[src/hdl/spq_pkg.sv]
package spq_pkg;

  localparam int ValW = 32;
  localparam int CountW = 7;

  localparam logic [1:0] MODE_INSERT = 2'd0;
  localparam logic [1:0] MODE_REMOVE = 2'd1;
  localparam logic [1:0] MODE_POP    = 2'd2;

  localparam logic [1:0] ST_OK      = 2'd0;
  localparam logic [1:0] ST_FULL    = 2'd1;
  localparam logic [1:0] ST_EMPTY   = 2'd2;
  localparam logic [1:0] ST_MISSING = 2'd3;

  typedef logic signed [ValW-1:0] val_t;

  typedef struct packed {
    logic ins;
    logic rem;
    logic pop;
  } spq_cmd_t;

endpackage

[src/hdl/spq_cell.sv]
module spq_cell import spq_pkg::*; (
  input  logic     clk,
  input  spq_cmd_t cmd,
  input  val_t     value,
  input  logic     found,
  input  logic     occ,
  input  logic     at_fill,
  input  val_t     left_entry,
  input  logic     left_mark,
  input  val_t     right_entry,
  output val_t     entry,
  output logic     mark,
  output logic     eq
);

  logic gt;
  logic ge;
  val_t entry_next;

  assign gt   = occ && (entry > value);
  assign ge   = occ && (entry >= value);
  assign eq   = occ && (entry == value);
  assign mark = gt || at_fill;

  always_comb begin
    entry_next = entry;
    if (cmd.ins && mark) begin
      entry_next = left_mark ? left_entry : value;
    end else if (cmd.pop || (cmd.rem && found && ge)) begin
      entry_next = right_entry;
    end
  end

  always_ff @(posedge clk) begin
    entry <= entry_next;
  end

endmodule

[config.mk]
export PLATFORM = sky130hd
export DESIGN_NAME = spq_cell
export DESIGN_NICKNAME = d
export VERILOG_FILES = /design/src/hdl/spq_pkg.sv /design/src/hdl/spq_cell.sv
export SDC_FILE = /design/constraint.sdc
export NUM_CORES = 1
export LEC_CHECK = 0
export ABC_AREA = 0
export ABC_CLOCK_PERIOD_IN_PS = 3400
export BUFFER_PORTS_ARGS = -buffer_cell sky130_fd_sc_hd__buf_2
export CAP_MARGIN = 40
export CORE_ASPECT_RATIO = 1.4
export CORE_UTILIZATION = 46
export CTS_CLUSTER_DIAMETER = 120
export DETAILED_ROUTE_END_ITERATION = 8
export PLACE_DENSITY = 0.9
export SLEW_MARGIN = 20
export SYNTH_ARGS = -nofsm -noshare
export SYNTH_HDL_FRONTEND = slang
export SYNTH_SLANG_ARGS = --single-unit
[constraint.sdc]
create_clock -name clk -period 3.4 [get_ports clk]
set_input_delay 0.34 -clock clk [delete_from_list [all_inputs] [get_ports clk]]
set_output_delay 0.34 -clock clk [all_outputs]
set_load 0.005 [all_outputs]
# Word-level counts from Yosys, hierarchy flattened
# Index checks and enable logic that the tools add are counted.
[classes] magnitude_cmp=2 n_eq_ne=1 mux=3 n_reduce_logical=9
[op_table] cell="$mux 32" n=3
[op_table] cell="$eq 32x32->1" n=1
[op_table] cell="$ge 32x32->1" n=1
[op_table] cell="$gt 32x32->1" n=1
[op_table] cell="$logic_and 1x1->1" n=6
[op_table] cell="$logic_or 1x1->1" n=2
[op_table] cell="$reduce_bool 2->1" n=1
[totals] regBits=32 input_bits=104 output_inout_bits=34 wordCells=16

# Depth between registers and ports, before layout
[depth] depth_word=6 ltp_mapped=10 ltp_nobuf=9

# Least setup slack after synthesis
# Ideal clock, no wire load.
[synth_timing] path_kind="register to register" startpoint="reg entry[17]" endpoint="reg entry[0], enable pin" setup_time_ns=0.377 t_arrival_ns=2.642 t_required_ns=3.023 path_slack_ns=0.381 stages_incl_launch_ff=9 n_path_buf=1 synth_period_minus_slack_ns=3.019 path_cell_list="edfxtp_1 > ha_1 > a41oi_1 > o21ai_0 > a221oi_1 > o211ai_1 > o311ai_4 > buf_6 > a31o_2"
[synth_via] elab_chain_cells=5 elab_cells_between_ends=9 classes_between="2 x order compare; 7 x reduce/logical"
[synth_rtl] element="start, declared" line="spq_cell.sv:11" source="output val_t entry,"
[synth_rtl] element="start signal, assigned" line="spq_cell.sv:35" source="entry <= entry_next;"
[synth_rtl] element="$gt 32x32->1 / $ge 32x32->1 (equally long branches)" line="spq_cell.sv:20, spq_cell.sv:21"
[synth_rtl] element="$logic_and 1x1->1, on equally long branches" line="spq_cell.sv:20, spq_cell.sv:21"
[synth_rtl] element="$logic_or 1x1->1 / $logic_and 1x1->1 (equally long branches)" line="spq_cell.sv:23, spq_cell.sv:29"
[synth_rtl] element="$logic_and 1x1->1 / $logic_or 1x1->1 (equally long branches)" line="spq_cell.sv:27, spq_cell.sv:29"
[synth_rtl] element="$reduce_bool 2->1 (no line) *"
# Mark *: on every way between the ends. The rest lies on a longest branch, timed or not.
# A chain may end at the register's enable or synchronous reset.

# Worst setup path in the final report
[layout_timing] startpoint="reg entry[31]" endpoint="reg entry[1] (data pin)"
[layout_via] elab_chain_cells=5
[layout_rtl] element="$gt 32x32->1" line="spq_cell.sv:20" source="assign gt = occ && (entry > value);"
[layout_rtl] element="$logic_and 1x1->1" line="spq_cell.sv:20"
[layout_rtl] element="$logic_or 1x1->1" line="spq_cell.sv:23" source="assign mark = gt || at_fill;"
[layout_rtl] element="$logic_and 1x1->1" line="spq_cell.sv:27" source="if (cmd.ins && mark) begin"
[layout_rtl] element="$mux 32" line="spq_cell.sv:27"
[layout_rtl] element="via entry_next[1]" line="spq_cell.sv:18" source="val_t entry_next;"
# The timed path passes the listed nets, and every way through them passes these cells.

==> metrics list <==
- Post-synthesis to final-layout area growth: 31.8%
* Most frequent cells in the layout: sky130_fd_sc_hd__buf_2, sky130_fd_sc_hd__nand2_1, sky130_fd_sc_hd__o21ai_0, sky130_fd_sc_hd__inv_1
- Worst-case setup margin in the final layout: 0.292 ns
- Critical path class: flop to flop
* Summed negative setup slack over all endpoints: 0 ns
- Netlist Area Pre-Place: around 2700 um^2
- Across the VDD grid, the largest voltage drop is 0.240 mV.
- Final Hold Viols: 0
- Power spread over the standard cell area amounts to approximately 410 nW/um^2.
- The register with the most flip-flops in the layout has 32 of them.
- Clock tree synthesis selected as its root buffer the cell sky130_fd_sc_hd__clkbuf_8.
- Cells fill ~64% of the core in the end.
- Number of primary I/O pins: between 100 and 150
- Post-synth top flop: sky130_fd_sc_hd__edfxtp_1
- After the flow finishes, the layout carries non-filler instances totaling 470.
* Setup violation total in the final timing report: 0
* Clock Tree Buf Depth: 2
- On the final layout, the worst clock skew is between 0.002 and 0.003 ns.
- In the final routed layout, each cell accounts on average for 14.5 um.
- During synthesis, Yosys emitted a total of 0 warnings.
- Total chip power: approximately 1.5 mW
- The internal portion of the total power is 1.01 mW.
- Cells with a size suffix above 1 make up between 40% and 50% of the layout.
- TritonCTS created 5 clock buffers.
- After synthesis, the share of flip-flops with an asynchronous set or reset is 0%.
- Number of global-route vias before repair: roughly 2600
* Part of the power in registers: about two fifths
* RSZ-0062 raised after global routing: false
* Post-route cell area: about 3600 um^2
- Critical Path Start Type: flop
- Sw Pwr: roughly 0.47 mW
- Counting distinct cell types in the post-synthesis netlist gives 37.
- CP arrival: between 3 and 4 ns
* Row count: 32
- Static timing analysis puts the maximum clock frequency at roughly 0.32 GHz.
- Die Footprint: 6220 um^2
- Worst-path maximum fanout: 32
- Required time of the worst setup path: between 3 and 4 ns
- Initial antenna violation count: 0
- The final layout contains routed wiring with a total length of slightly below 7000 um.
* Clock power share: 18.5%
- Die span in x: roughly 67 um
- DP Worst Slack: approximately 0.058 ns
- Standard cell core area: about 5600 um^2
- Counting tap cells, the placed design contains a total of 460 instances.
- Total of max-cap violations: 0
* Fraction of power consumed by combinational cells: 41.5%
- A synthesized cell averages 10.3 um^2.
- Sinks on the clock net: 32
- Of the total power, the share spent switching nets is a little under a third.
* DR vias/cell: 5.38
* Global-route congestion overflow total: 0
- Final hold analysis gives a worst-case slack of between 0.3 and 0.4 ns.
- The final critical path takes up between 90 and 100% of the cycle.
- 0 antenna diodes ended up in the layout.
* Maximum number of pins on one net before global-route repair: 64
* Iteration-0 DRC count of the detailed router: around 140
* Total global routing track utilization: between 20% and 30%
- Gate Count Post-Synth: roughly 260
* Dpl hpwl: roughly 5400 um
* Element type at the critical path end: flop
- In this run the static leakage power is 1.85 nW.
* Measured slew at the worst slew-check pin: about 0.5 ns
- First-pass GRT wire length: approximately 11000 um
* Max-slew headroom: 67.5%
- Remaining antenna violation count: 0
- Of the synthesized area, sequential elements account for a little over a third.
- Post-synth net total: between 300 and 400
* Type of the most critical hold path: input pin to flop
* Port bufs: 137
- Counting flops and latches in the post-synthesis netlist gives 32.
* RePlAce Congestion: ~0.83
* Clock tree from TritonCTS: done
- The detailed router placed around 2500 vias in this run.
- The initial utilization of the core area, before any placement, comes to 48.5%.
- Register with the most flip-flops: entry
- In this run the post-CTS setup repair buffer count came out at 0.
- Most common cell after layout, fill and taps aside: sky130_fd_sc_hd__buf_2
- The final max-slew violation count came to 0.
- DR pass1 iterations: 4
- Number of enable-type register cells in the synthesized netlist: 32
- Clock-pin slew was measured on the worst setup and hold paths at 0.06 ns.
- Remaining DRCs: 0
* Result of the run: finished, final reports clean
* Cell area reported after detailed placement: around 3400 um^2
- H-tree depth: 2
- Insertion delay to the later sink of the worst-skew pair: between 0.2 and 0.3 ns
- Net count, final: 537
- The routed design could run at a clock period as short as a little over 3 ns.
- The largest registers in the layout are entry x32.
- Measured along the y axis, the die boundary spans about 93 um.
-- power groups by stage --
| stage | clock, mW | sequential (mW) | combinational (mW) |
|---|---|---|---|
| floorplan | 0 | 0.606 | 0.369 |
| global placement | 0 | 0.600 | 0.571 |
| detailed placement | 0 | 0.604 | 0.594 |
| CTS | 0.285 | 0.596 | 0.597 |
| global route | 0.302 | 0.604 | 0.685 |
| finish | 0.274 | 0.594 | 0.617 |
-- layout make-up --
type                       instances  area, um^2
fill                             453        2020
multi-input combinational        188        1570
sequential                        32         961
timing repair buffer             141         759
inverter                          33         124
tap                               68        85.1
clock buffer                       7        76.3
clock inverter                     1        3.75
-- synthesized netlist by cell type (2+ instances only) --
master / n / area (um^2)
sky130_fd_sc_hd__a31o_2: 2 / 17.5
sky130_fd_sc_hd__mux2_2: 4 / 45.0
sky130_fd_sc_hd__nand4_1: 7 / 43.8
sky130_fd_sc_hd__nor2_1: 3 / 11.3
sky130_fd_sc_hd__a21boi_0: 2 / 15.0
sky130_fd_sc_hd__inv_1: 33 / 124
sky130_fd_sc_hd__edfxtp_1: 32 / 961
sky130_fd_sc_hd__o21ai_0: 34 / 170
sky130_fd_sc_hd__nand3_1: 4 / 20.0
sky130_fd_sc_hd__ha_1: 32 / 400
sky130_fd_sc_hd__clkbuf_1: 7 / 26.3
sky130_fd_sc_hd__a21oi_1: 11 / 55.1
sky130_fd_sc_hd__nor3_1: 2 / 10.0
sky130_fd_sc_hd__buf_6: 3 / 33.8
sky130_fd_sc_hd__o211ai_1: 2 / 15.0
sky130_fd_sc_hd__mux2_4: 29 / 435
sky130_fd_sc_hd__nand2_1: 36 / 135
-- worst paths after layout --
kind	from	endpoint	cells after the start	slack, ns
max	entry[31]$_DFFE_PP_	entry[1]$_DFFE_PP_	8	0.29
min	right_entry[5]	entry[5]$_DFFE_PP_	2	0.36
max reg2reg	entry[31]$_DFFE_PP_	entry[1]$_DFFE_PP_	8	0.29
min reg2reg	entry[31]$_DFFE_PP_	entry[22]$_DFFE_PP_	3	1.38
-- kinds of logic (layout without fill, tap and decap cells) --
| logic type | Yosys count | count (layout) | share of synthesized area, % |
|---|---|---|---|
| AOI/OAI and AO/OA | 60 | 60 | 13.6 |
| DFF | 32 | 32 | 35.4 |
| muxes | 33 | 33 | 17.7 |
| buffers and inverters | 43 | 182 | 6.77 |
| xor gates and xnor gates | 1 | 1 | 0.322 |
| and+or+nand+nor | 62 | 62 | 11.5 |
| adders and majority gates | 32 | 32 | 14.7 |
-- repair_timing --
item / 4_1_cts / 5_1_grt
endpoints found under the setup margin: 0 / 3
gates resized for setup: 0 / 1
hold buffers: 0 / 0
-- worst max-delay path, stage by stage, from the launching register on --
cell	delay, ns
sky130_fd_sc_hd__edfxtp_1	0.39
sky130_fd_sc_hd__ha_1	0.43
sky130_fd_sc_hd__nand4_2	0.20
sky130_fd_sc_hd__nor4_4	0.46
sky130_fd_sc_hd__o311a_1	0.27
sky130_fd_sc_hd__o21ai_0	0.15
sky130_fd_sc_hd__o311ai_4	0.13
sky130_fd_sc_hd__buf_6	0.41
sky130_fd_sc_hd__mux2_2	0.38
-- metal layers --
layer / up-vias / part of all wire (%) / track usage [%]
li1: 1233 / - / -
met1: 1163 / 37 / 23.7
met2: 108 / 53 / 42.3
met3: 25 / 5.2 / 3.08
met4: 0 / 4.1 / 12.1
met5: - / 0 / 0
No activity file was read; power rests on OpenSTA's default activity.
